$ cat src/hw/rtl/ttc_pkg.sv
// ----------------------------------------------------------------------------
// ttc_pkg: shared definitions for the tick timestamp capture block
// Command codes, register indexes, widths and the slot store control bundle.
// ----------------------------------------------------------------------------
package ttc_pkg;

  // number of timestamp slots and the widths that follow from it
  localparam int unsigned SLOT_COUNT  = 16;
  localparam int unsigned SLOT_IDX_W  = (SLOT_COUNT > 1) ? $clog2(SLOT_COUNT) : 1;
  localparam int unsigned SLOT_PTR_W  = $clog2(SLOT_COUNT + 1);

  // fixed field widths
  localparam int unsigned COUNT_W     = 32;
  localparam int unsigned RES_W       = 16;
  localparam int unsigned SLOT_FLD_W  = 8;
  localparam int unsigned CMD_W       = 3;
  localparam int unsigned CFG_IDX_W   = 1;
  localparam int unsigned CFG_DATA_W  = 16;

  // command codes
  typedef enum logic [CMD_W-1:0] {
    CMD_TICK    = 3'd0,
    CMD_START   = 3'd1,
    CMD_STOP    = 3'd2,
    CMD_CAPTURE = 3'd3,
    CMD_MEASURE = 3'd4,
    CMD_READ    = 3'd5
  } cmd_e;

  // configuration register indexes
  typedef enum logic [CFG_IDX_W-1:0] {
    CFG_TICK_RES  = 1'b0,
    CFG_TIME_UNIT = 1'b1
  } cfg_reg_e;

  // control from the command logic to the slot store
  typedef struct packed {
    logic                  clear;
    logic                  wr_en;
    logic [SLOT_IDX_W-1:0] wr_addr;
    logic [COUNT_W-1:0]    wr_data;
  } slot_ctrl_t;

endpackage

$ cat src/hw/rtl/ttc_slot_store.sv
// ----------------------------------------------------------------------------
// ttc_slot_store: timestamp slot memory
// One write port, two registered read ports, per-slot valid bits for the
// bulk clear, and forwarding of a write that lands on the edge of a read.
// ----------------------------------------------------------------------------
module ttc_slot_store (
  input  logic                           clk_i,
  input  logic                           rst_ni,
  input  ttc_pkg::slot_ctrl_t            ctrl_i,
  input  logic [ttc_pkg::SLOT_IDX_W-1:0] rd_addr_a_i,
  input  logic [ttc_pkg::SLOT_IDX_W-1:0] rd_addr_b_i,
  output logic [ttc_pkg::COUNT_W-1:0]    rd_data_a_o,
  output logic [ttc_pkg::COUNT_W-1:0]    rd_data_b_o
);
  import ttc_pkg::*;

  logic [COUNT_W-1:0]    mem [SLOT_COUNT];
  logic [SLOT_COUNT-1:0] valid_q, valid_d;
  logic [COUNT_W-1:0]    mem_a_q, mem_b_q, fwd_data_q;
  logic                  zero_a_q, zero_b_q, fwd_a_q, fwd_b_q;
  logic                  hit_a, hit_b;

  // write hitting a read address on the same edge
  assign hit_a = ctrl_i.wr_en && (ctrl_i.wr_addr == rd_addr_a_i);
  assign hit_b = ctrl_i.wr_en && (ctrl_i.wr_addr == rd_addr_b_i);

  // valid bits: clear drops all, a write marks its slot
  always_comb begin
    valid_d = valid_q;
    if (ctrl_i.clear) begin
      valid_d = '0;
    end else if (ctrl_i.wr_en) begin
      valid_d[ctrl_i.wr_addr] = 1'b1;
    end
  end

  always_ff @(posedge clk_i or negedge rst_ni) begin
    if (!rst_ni) begin
      valid_q <= '0;
    end else begin
      valid_q <= valid_d;
    end
  end

  // memory array with registered reads
  always_ff @(posedge clk_i) begin
    if (ctrl_i.wr_en) begin
      mem[ctrl_i.wr_addr] <= ctrl_i.wr_data;
    end
    mem_a_q <= mem[rd_addr_a_i];
    mem_b_q <= mem[rd_addr_b_i];
  end

  // read side selects, sampled with the read
  always_ff @(posedge clk_i) begin
    zero_a_q   <= ctrl_i.clear || (!valid_q[rd_addr_a_i] && !hit_a);
    zero_b_q   <= ctrl_i.clear || (!valid_q[rd_addr_b_i] && !hit_b);
    fwd_a_q    <= !ctrl_i.clear && hit_a;
    fwd_b_q    <= !ctrl_i.clear && hit_b;
    fwd_data_q <= ctrl_i.wr_data;
  end

  // cleared slots read as zero, forwarded writes win over the array
  assign rd_data_a_o = zero_a_q ? '0 : (fwd_a_q ? fwd_data_q : mem_a_q);
  assign rd_data_b_o = zero_b_q ? '0 : (fwd_b_q ? fwd_data_q : mem_b_q);

endmodule

$ cat src/hw/rtl/tick_timestamp_capture.sv
// ----------------------------------------------------------------------------
// tick_timestamp_capture: execution-time measurement unit
// Tick counter with timestamp slots, slot differences scaled to a time.
// ----------------------------------------------------------------------------
// Usage:
//   Commands enter on start_i with command_i, first_slot_i and last_slot_i;
//   a command transfer happens on every edge with start_i high and busy_o
//   low. busy_o stays low, so one command can be issued every cycle.
//   Each command gives one result on ok_o, captured_index_o,
//   measured_time_o and result_unit_o, marked by result_valid_o for a single
//   cycle; the receiver cannot stall and must take it in that cycle.
//   The command is registered together with the slot reads, then the
//   command logic and the 16x32 multiply settle into the result register.
//   Throughput is one command per cycle; slot and counter updates of one
//   command are seen by the next one.
//   Configuration (tick resolution, time unit) is written through cfg_we_i,
//   cfg_idx_i and cfg_wdata_i while no command is in flight; a start copies
//   it into the working copy used by measure.
//   Reset clears the counter, slot pointer, running flag, slot valid bits,
//   configuration and any result in flight; no clearing pass is needed.
// ----------------------------------------------------------------------------
module tick_timestamp_capture (
  input  logic                           clk_i,
  input  logic                           rst_ni,
  // command channel
  input  logic                           start_i,
  output logic                           busy_o,
  input  logic [ttc_pkg::CMD_W-1:0]      command_i,
  input  logic [ttc_pkg::SLOT_FLD_W-1:0] first_slot_i,
  input  logic [ttc_pkg::SLOT_FLD_W-1:0] last_slot_i,
  // result channel
  output logic                           result_valid_o,
  output logic                           ok_o,
  output logic [ttc_pkg::SLOT_FLD_W-1:0] captured_index_o,
  output logic [ttc_pkg::COUNT_W-1:0]    measured_time_o,
  output logic                           result_unit_o,
  // configuration port
  input  logic                           cfg_we_i,
  input  logic [ttc_pkg::CFG_IDX_W-1:0]  cfg_idx_i,
  input  logic [ttc_pkg::CFG_DATA_W-1:0] cfg_wdata_i
);
  import ttc_pkg::*;

  logic                  accept;

  // configuration registers
  logic [RES_W-1:0]      tick_res_q;
  logic                  time_unit_q;

  // architectural state
  logic [COUNT_W-1:0]    tick_count_q, tick_count_d;
  logic [SLOT_PTR_W-1:0] next_slot_q, next_slot_d;
  logic                  running_q, running_d;
  logic [RES_W-1:0]      held_res_q, held_res_d;
  logic                  held_unit_q, held_unit_d;

  // command register
  logic                  s1_valid_q;
  cmd_e                  s1_cmd_q;
  logic [SLOT_FLD_W-1:0] s1_first_q, s1_last_q;

  // slot store
  slot_ctrl_t            slot_ctrl;
  logic [COUNT_W-1:0]    slot_a, slot_b;

  // command logic results
  logic                  ok_d, unit_d;
  logic [SLOT_FLD_W-1:0] cap_d;
  logic [COUNT_W-1:0]    meas_d;
  logic                  use_mult;
  logic [COUNT_W-1:0]    mult_op;
  logic [COUNT_W-1:0]    product;
  logic                  in_range, diff_ok, both_zero;

  // result register
  logic                  res_valid_q;
  logic                  res_ok_q, res_unit_q;
  logic [SLOT_FLD_W-1:0] res_cap_q;
  logic [COUNT_W-1:0]    res_meas_q;

  assign busy_o = 1'b0;
  assign accept = start_i && !busy_o;

  // configuration writes; both values of the one-bit index select a register
  always_ff @(posedge clk_i or negedge rst_ni) begin
    if (!rst_ni) begin
      tick_res_q  <= '0;
      time_unit_q <= 1'b0;
    end else if (cfg_we_i) begin
      unique case (cfg_reg_e'(cfg_idx_i))
        CFG_TICK_RES:  tick_res_q  <= cfg_wdata_i[RES_W-1:0];
        CFG_TIME_UNIT: time_unit_q <= cfg_wdata_i[0];
        default: ;
      endcase
    end
  end

  // command register
  always_ff @(posedge clk_i or negedge rst_ni) begin
    if (!rst_ni) begin
      s1_valid_q <= 1'b0;
    end else begin
      s1_valid_q <= accept;
    end
  end

  always_ff @(posedge clk_i) begin
    if (accept) begin
      s1_cmd_q   <= cmd_e'(command_i);
      s1_first_q <= first_slot_i;
      s1_last_q  <= last_slot_i;
    end
  end

  // slot reads are taken with the command transfer
  ttc_slot_store u_slot_store (
    .clk_i       (clk_i),
    .rst_ni      (rst_ni),
    .ctrl_i      (slot_ctrl),
    .rd_addr_a_i (first_slot_i[SLOT_IDX_W-1:0]),
    .rd_addr_b_i (last_slot_i[SLOT_IDX_W-1:0]),
    .rd_data_a_o (slot_a),
    .rd_data_b_o (slot_b)
  );

  // measure conditions
  assign in_range  = (s1_first_q < SLOT_FLD_W'(SLOT_COUNT)) &&
                     (s1_last_q < SLOT_FLD_W'(SLOT_COUNT));
  assign diff_ok   = slot_b > slot_a;
  assign both_zero = (s1_first_q == '0) && (s1_last_q == '0);

  // single multiplier: held resolution times difference or count, low word only
  assign mult_op = diff_ok ? (slot_b - slot_a) : tick_count_q;
  assign product = COUNT_W'(held_res_q) * mult_op;

  // command decode and state update
  always_comb begin
    tick_count_d      = tick_count_q;
    next_slot_d       = next_slot_q;
    running_d         = running_q;
    held_res_d        = held_res_q;
    held_unit_d       = held_unit_q;
    slot_ctrl.clear   = 1'b0;
    slot_ctrl.wr_en   = 1'b0;
    slot_ctrl.wr_addr = next_slot_q[SLOT_IDX_W-1:0];
    slot_ctrl.wr_data = tick_count_q;
    ok_d              = 1'b0;
    cap_d             = '0;
    meas_d            = '0;
    unit_d            = 1'b0;
    use_mult          = 1'b0;
    if (s1_valid_q) begin
      unique case (s1_cmd_q)
        CMD_TICK: begin
          if (running_q) begin
            tick_count_d = tick_count_q + COUNT_W'(1);
          end
          ok_d = 1'b1;
        end
        CMD_START: begin
          if (tick_res_q != '0) begin
            slot_ctrl.clear = 1'b1;
            next_slot_d     = '0;
            tick_count_d    = '0;
            held_res_d      = tick_res_q;
            held_unit_d     = time_unit_q;
            running_d       = 1'b1;
            ok_d            = 1'b1;
          end
        end
        CMD_STOP: begin
          running_d = 1'b0;
          ok_d      = 1'b1;
        end
        CMD_CAPTURE: begin
          if (next_slot_q < SLOT_PTR_W'(SLOT_COUNT)) begin
            slot_ctrl.wr_en = 1'b1;
            cap_d           = SLOT_FLD_W'(next_slot_q);
            next_slot_d     = next_slot_q + SLOT_PTR_W'(1);
            ok_d            = 1'b1;
          end
        end
        CMD_MEASURE: begin
          if (in_range && (diff_ok || both_zero)) begin
            use_mult = 1'b1;
            unit_d   = held_unit_q;
            ok_d     = 1'b1;
          end
        end
        CMD_READ: begin
          meas_d = tick_count_q;
          ok_d   = 1'b1;
        end
        default: ;
      endcase
    end
    if (use_mult) begin
      meas_d = product;
    end
  end

  // architectural state registers
  always_ff @(posedge clk_i or negedge rst_ni) begin
    if (!rst_ni) begin
      tick_count_q <= '0;
      next_slot_q  <= '0;
      running_q    <= 1'b0;
      held_res_q   <= '0;
      held_unit_q  <= 1'b0;
    end else begin
      tick_count_q <= tick_count_d;
      next_slot_q  <= next_slot_d;
      running_q    <= running_d;
      held_res_q   <= held_res_d;
      held_unit_q  <= held_unit_d;
    end
  end

  // result register
  always_ff @(posedge clk_i or negedge rst_ni) begin
    if (!rst_ni) begin
      res_valid_q <= 1'b0;
    end else begin
      res_valid_q <= s1_valid_q;
    end
  end

  always_ff @(posedge clk_i) begin
    res_ok_q   <= ok_d;
    res_cap_q  <= cap_d;
    res_meas_q <= meas_d;
    res_unit_q <= unit_d;
  end

  assign result_valid_o   = res_valid_q;
  assign ok_o             = res_ok_q;
  assign captured_index_o = res_cap_q;
  assign measured_time_o  = res_meas_q;
  assign result_unit_o    = res_unit_q;

`ifndef SYNTH
  // every command transfer yields its result through the command and result registers
  assert property (@(posedge clk_i) disable iff (!rst_ni)
    accept |-> ##2 result_valid_o)
    else $error("result missing two cycles after command transfer");

  // a failed command carries an all-zero payload
  assert property (@(posedge clk_i) disable iff (!rst_ni)
    (result_valid_o && !ok_o) |->
      (captured_index_o == '0) && (measured_time_o == '0) && !result_unit_o)
    else $error("failed command with nonzero payload");

  // slot pointer never passes the slot count
  assert property (@(posedge clk_i) disable iff (!rst_ni)
    next_slot_q <= SLOT_PTR_W'(SLOT_COUNT))
    else $error("slot pointer beyond slot count");

  // a successful start leaves the count cleared and running set
  assert property (@(posedge clk_i) disable iff (!rst_ni)
    (s1_valid_q && (s1_cmd_q == CMD_START) && (tick_res_q != '0)) |=>
      (tick_count_q == '0) && running_q && (next_slot_q == '0))
    else $error("start did not reset the counter state");
`endif

endmodule

$ cat config.mk
export PLATFORM = sky130hd
export DESIGN_NAME = tick_timestamp_capture
export DESIGN_NICKNAME = d
export VERILOG_FILES = /design/src/hw/rtl/ttc_pkg.sv /design/src/hw/rtl/ttc_slot_store.sv /design/src/hw/rtl/tick_timestamp_capture.sv
export SDC_FILE = /design/constraint.sdc
export NUM_CORES = 2
export LEC_CHECK = 0
export ABC_AREA = 1
export BUFFER_PORTS_ARGS = -buffer_cell sky130_fd_sc_hd__buf_2
export CORE_MARGIN = 5
export CORE_UTILIZATION = 50
export DETAILED_ROUTE_END_ITERATION = 6
export GPL_TIMING_DRIVEN = 0
export PLACE_DENSITY = 0.77
export REMOVE_ABC_BUFFERS = 1
export SETUP_SLACK_MARGIN = 0.4
export SLEW_MARGIN = 20
export SYNTH_ARGS = -nofsm -noshare
export SYNTH_HDL_FRONTEND = slang
export SYNTH_SLANG_ARGS = --single-unit
$ cat constraint.sdc
create_clock -name clk_i -period 12.1 [get_ports clk_i]
set_clock_uncertainty 0.15 [all_clocks]
set_input_delay 2.42 -clock clk_i [delete_from_list [all_inputs] [get_ports clk_i]]
set_output_delay 2.42 -clock clk_i [all_outputs]
set_load 0.02 [all_outputs]
## After elaboration in Yosys (flattened, before gate mapping)

Memory sizes are Yosys's and may differ from the RTL's. A register that Yosys moved wholly into a read port is not among the register bits.
Cells that the tools add are included.

- Memories: 1
- Memory bits (writable): 512
- Output and inout bits: 44
- Input bits: 40
- Word-level logic and storage cells: 119
- Register bits: 187

- Reduce and logical (&&, ||, !) cells: 36
- Bitwise operators: 2
- $mul: 1
- $lt $le $gt $ge: 8
- Add/sub/neg operators: 3
- Equality and inequality tests: 10
- Muxes and demuxes: 35

Memories:

| memory | depth | width | read ports | clocked after memory_dff | write ports | line | text |
|---|---|---|---|---|---|---|---|
| u_slot_store.mem | 16 | 32 | 2 | 2 | 1 | ttc_slot_store.sv:17 | `logic [COUNT_W-1:0] mem [SLOT_COUNT];` |

Operators with widths:

| kind | number |
|---|---|
| $mux W32 | 10 |
| $pmux W32 S2 | 1 |
| $add A32 B1 Y32 const B | 1 |
| $gt A32 B32 Y1 | 1 |
| $mul A16 B32 Y32 | 1 |
| $mux W16 | 2 |
| $sub A32 B32 Y32 | 1 |
| $logic_not A8 Y1 | 2 |
| $lt A8 B5 Y1 const B | 2 |
| $or A16 B16 Y16 | 1 |
| $reduce_bool A16 Y1 | 1 |
| $lt A4 B5 Y1 const B | 3 |
| $mux W1 | 13 |
| $reduce_and A3 Y1 | 4 |
| $logic_and A1 B1 Y1 | 10 |
| $mux W5 | 2 |
| $pmux W5 S2 | 1 |
| $bmux W1 S4 | 2 |
| $eq A4 B4 Y1 | 2 |
| $reduce_and A4 Y1 | 2 |
| $reduce_bool A2 Y1 | 4 |
| $eq A3 B2 Y1 const B | 2 |
| $eq A3 B3 Y1 const B | 2 |
| $ne A2 B2 Y1 const B | 3 |
| 14 further kinds | 22 |

## Logic depth before layout (Yosys ltp)

- Depth after elaboration: 9
- Gate-level depth with buffers: 53
- Gate-level depth less buffers: 48

## Modules after synthesis

Synthesis repeated with hierarchy kept, for this count alone.

- Cell total of the unflattened synthesis: 5577
- Area, all modules: 48893.1 µm²

Modules (own cells, without submodules):

| module | area an instance (µm²) | times used | seq. area each (µm²) | cells each |
|---|---|---|---|---|
| ttc_slot_store | 29239.3 | 1 | 17777.0 | 2965 |
| tick_timestamp_capture | 19653.8 | 1 | 3203.1 | 2612 |

## Worst setup path before layout

Ideal clock, no wire load.

- Path type: register to register
- Start: register u_slot_store.fwd_b_q
- End: register res_meas_q[31], in the netlist measured_time_o[31]
- Arrival time: 8.525 ns
- Stages on the path, launching flop included: 51
- Required time: 11.837 ns
- Setup slack: 3.312 ns
- Path buffers: 5
- Cells stage by stage: dfxtp_1 > clkbuf_1 > clkbuf_1 > nor2_1 > nor2_1 > o21ai_0 > ha_1 > fa_1 > inv_1 > nand2_1 > nand2_1 > nand3_2 > nand2_2 > nand2_2 > nand2_2 > nand2_1 > nand2_2 > nand2_4 > [... 15 more ...] > inv_1 > fa_1 > inv_1 > ha_1 > a21o_1 > or2_2 > a21oi_1 > o21ai_1 > a21boi_0 > o21ai_1 > a21oi_1 > o21ai_1 > a21oi_1 > nand3_1 > nand2_1 > nand3_1 > nand3_1 > nand2_1

- Cells in the longest elaborated chain, start to end: 9
- Elaborated cells between the ends (all ways): 12

RTL lines:

| item | line | text |
|---|---|---|
| start, declared | ttc_slot_store.sv:20 | `logic zero_a_q, zero_b_q, fwd_a_q, fwd_b_q;` |
| start signal, assigned | ttc_slot_store.sv:59 | `fwd_b_q <= !ctrl_i.clear && hit_b;` |
| $mux W32 * (2 in series) | ttc_slot_store.sv:65 | `assign rd_data_b_o = zero_b_q ? '0 : (fwd_b_q ? fwd_data_q : mem_b_q);` |
| parallel branches: the longest is 6 deep, another holds $sub A32 B32 Y32 | n/a |  |
| $mux W32 * | tick_timestamp_capture.sv:197 | `if (use_mult) begin` |
| named net meas_d[31] | tick_timestamp_capture.sv:69 | `logic [COUNT_W-1:0] meas_d;` |
| end signal, assigned | tick_timestamp_capture.sv:231 | `res_meas_q <= meas_d;` |
| end, declared | tick_timestamp_capture.sv:79 | `logic [COUNT_W-1:0] res_meas_q;` |

Mark *: on every way through the listed nets, which the timed path passes.
A chain may end at the register's enable or synchronous reset.

## Worst setup path in the final report

- Start: register u_slot_store.fwd_a_q
- End: register res_meas_q[31], in the netlist measured_time_o[31]

- Cells in the longest elaborated chain, start to end: 9
- Elaborated cells between the ends (all ways): 12

RTL lines:

| item | line | text |
|---|---|---|
| start, declared | ttc_slot_store.sv:20 |  |
| start signal, assigned | ttc_slot_store.sv:58 | `fwd_a_q <= !ctrl_i.clear && hit_a;` |
| $mux W32 * (2 in series) | ttc_slot_store.sv:64 | `assign rd_data_a_o = zero_a_q ? '0 : (fwd_a_q ? fwd_data_q : mem_a_q);` |
| parallel branches: the longest is 6 deep, another holds $sub A32 B32 Y32 | n/a |  |
| $mux W32 * | tick_timestamp_capture.sv:197 |  |
| named net meas_d[31] | tick_timestamp_capture.sv:69 |  |

Marked as above.

==> results.json <==
{
  "status": "finished, violations left",
  "violations": "design-rule violations",
  "cts_root_buffer": "clkbuf_16",
  "syn-instance-count": 5315,
  "holdCritStartpoint": "s1_valid_q$_DFF_PN0_",
  "cts.clk_slew.worst_paths_ns": 0.06,
  "routedWlPerCell_um": 22.7,
  "core-area_um2": 93600,
  "rsz0062_at_grt": "no",
  "finalHoldViolations": 0,
  "final_cell_count_no_fill": 6556,
  "critPathKind": "register to register",
  "ys_seq_area_share_pct": 44.3,
  "drt-pass1-iter-count": 7,
  "initial_core_util_pct": 50.6,
  "htreeDepth": 3,
  "cts.sinks": 760,
  "yosysWarnings": 0,
  "dp_cells": 6402,
  "crit_top_cell": "nand2_1",
  "cp.arrival_ns": 11.45,
  "synth_top_area_share_pct": 33.7,
  "vias": 40200,
  "synth-main-ff-cell": "edfxtp_1",
  "ys_seq_elements": 760,
  "synth.distinct_cells": 57,
  "required_ns": 12.54,
  "min_path_type": "register to register",
  "drive_gt1_share_pct": 6.68,
  "grt_max_degree": 133,
  "rows": 112,
  "area_growth_syn_to_layout_pct": 10.6,
  "ys_async_sr_fraction_pct": 11.8,
  "grt_antenna_before_repair": 7,
  "drv_cap": 0,
  "fmax_ghz": 0.0908,
  "ant_nets": 0,
  "cp_slowest_cell": "fa_1",
  "holdWs_ns": 0.292,
  "final-setup-viol-count": 0,
  "die-width_um": 318,
  "fin_crit_sh_pct": 91.0,
  "worstPathMaxFanout": 47,
  "cp-start-kind": "register",
  "die_h_um": 318,
  "ios": 84,
  "hpwl_mm": 98.4,
  "relSlewSlack_pct": 19.5,
  "cts_setup_buffers": 0,
  "cts_hold_buf": 0,
  "cts_buffers": 81,
  "cts_tree": "yes",
  "worst_pin_slew_ns": 1.20,
  "syn_area_um2": 47400,
  "synth_most_common_cell": "o21ai_0",
  "r2r-start": "u_slot_store.fwd_a_q$_DFF_P_",
  "min_to": "result_valid_o$_DFF_PN0_",
  "finalMaxSlewViolations": 0,
  "min_period_ns": 11.01,
  "critPathMaxStageDelay_ns": 0.56,
  "remaining_drc_errors": 3,
  "overflow": 0,
  "whs_path_depth": 0,
  "reg2reg_depth": 48,
  "insertion_delay_ns": 0.68,
  "synth_top_area_cell": "edfxtp_1",
  "grt_pass1_vias": 39400,
  "fin_setup_tns_ns": 0,
  "drt_iter0_markers": 6132,
  "synthTopCellsByArea": "edfxtp_1, fa_1, o21ai_0, dfxtp_1, nand2_1",
  "r2r_end": "measured_time_o[31]$_DFF_P_",
  "cts_buffer_depth": 3,
  "reg2reg_slack_ns": 1.09,
  "grt_pass1_wl_mm": 225,
  "wirelength_mm": 149,
  "dieArea_um2": 101000,
  "gp_congestion": 0.977,
  "grtUsageTotal_pct": 28.3,
  "crit_path_end_kind": "register",
  "via_per_inst": 6.14,
  "synth_area_per_cell_um2": 8.91,
  "fin_nets": 5679,
  "synth_edf_count": 531,
  "yosys-top-cells-count": "o21ai_0, nand2_1, inv_1",
  "port-buffer-count": 79
}
sequential cells by signal (all words and copies together) (netlist names), 5 cells and up:
name	flops
u_slot_store.mem	512
u_slot_store.valid_q	16
s1_last_q	8
tick_count_q	32
u_slot_store.mem_b_q	32
u_slot_store.mem_a_q	32
held_res_q	16
tick_res_q	16
u_slot_store.fwd_data_q	32
measured_time_o	32
captured_index_o	5
s1_first_q	8
next_slot_q	5
placed cells by master, fill, tap and decap left out, drive strengths merged, types with 5 or more instances in the layout:
| cell type | Yosys | routed |
|---|---|---|
| nor4 | 25 | 25 |
| dfxtp | 139 | 139 |
| ha | 102 | 102 |
| conb | 1 | 5 |
| nor2 | 608 | 608 |
| xor2 | 31 | 31 |
| o21ai | 904 | 904 |
| dfrtp | 90 | 90 |
| inv | 710 | 714 |
| clkbuf | 269 | 109 |
| o21bai | 8 | 8 |
| clkinvlp | 0 | 9 |
| o31ai | 14 | 14 |
| a21oi | 350 | 351 |
| o221ai | 113 | 113 |
| xnor2 | 21 | 21 |
| mux2 | 15 | 15 |
| fa | 305 | 305 |
| a31oi | 5 | 5 |
| nand2 | 757 | 757 |
| clkinv | 18 | 43 |
| a211oi | 18 | 18 |
| nand4 | 28 | 28 |
| o22ai | 61 | 61 |
| buf | 33 | 131 |
| nand3 | 90 | 90 |
| edfxtp | 531 | 531 |
| nor3 | 37 | 37 |
per-stage QoR:
stage	setup slack, ns	util [%]	cell area (um^2)
after floorplan	2.73	-	46200
after global placement	-3.44	51.4	48200
after detailed placement	0.552	53.0	49700
after CTS	0.546	56.0	52400
after global routing	0.499	56.0	52400
final	1.09	56.0	52400
cells by family (layout without fill, tap and decap cells):
logic type	after synthesis	after routing	synth area share (%)
AND/OR/NAND/NOR	1559	1559	13.3
AO/OA/AOI/OAI	1491	1492	17.2
buffers and inverters	1030	1010	8.28
flip-flops	760	760	44.3
adder cells (fa/ha/maj)	407	407	15.6
XOR/XNOR	52	52	0.962
multiplexers	15	15	0.357
other	1	7	0.00792
layer usage:
layer  GRT usage (%)  part of all wire (%)  up-vias
li1                -                     -    17600
met1            37.6                    37    19200
met2            44.6                    45     2869
met3            6.62                    13      532
met4            13.0                   5.0        2
met5               0                0.0074        -
worst max-delay path by stage:
| stage | from | end | slack, ns | cells past startpoint |
|---|---|---|---|---|
| floorplan | u_slot_store.fwd_a_q$_DFF_P_ | measured_time_o[31]$_DFF_P_ | 2.73 | 42 |
| global placement | last_slot_i[0] | u_slot_store.mem_b_q[13]$_DFF_P_ | -3.44 | 6 |
| detailed placement | u_slot_store.fwd_b_q$_DFF_P_ | measured_time_o[31]$_DFF_P_ | 0.55 | 42 |
| CTS | u_slot_store.fwd_b_q$_DFF_P_ | measured_time_o[31]$_DFF_P_ | 0.55 | 42 |
| global route | u_slot_store.fwd_a_q$_DFF_P_ | measured_time_o[31]$_DFF_P_ | 0.50 | 48 |
| finish | u_slot_store.fwd_a_q$_DFF_P_ | measured_time_o[31]$_DFF_P_ | 1.09 | 48 |
worst max-delay path: cells and delay by family, from the launching register on:
family / cells / cell delay (ns)
AO/OA/AOI/OAI: 7 / 1.75
buffers and inverters: 11 / 1.61
flip-flops: 1 / 0.40
adder cells (fa/ha/maj): 9 / 4.21
AND/OR/NAND/NOR: 21 / 2.75
area by class of cell:
class | count | area, um^2
Antenna cell | 2 | 5.00
Clock buffer | 109 | 2290
Clock inverter | 42 | 432
Fill cell | 7891 | 41200
Inverter | 728 | 2780
Multi-Input combinational cell | 3530 | 22600
Sequential cell | 760 | 21000
Tap cell | 1254 | 1570
Timing Repair Buffer | 131 | 1730
repair_timing:
item                       4_1_cts  5_1_grt
setup endpoints to repair        0        5
hold endpoints to repair         0        0
gates resized for setup          0        4
Power is not shown: default switching activity piles up to over one toggle a cycle in this logic, so the estimate is an artifact.
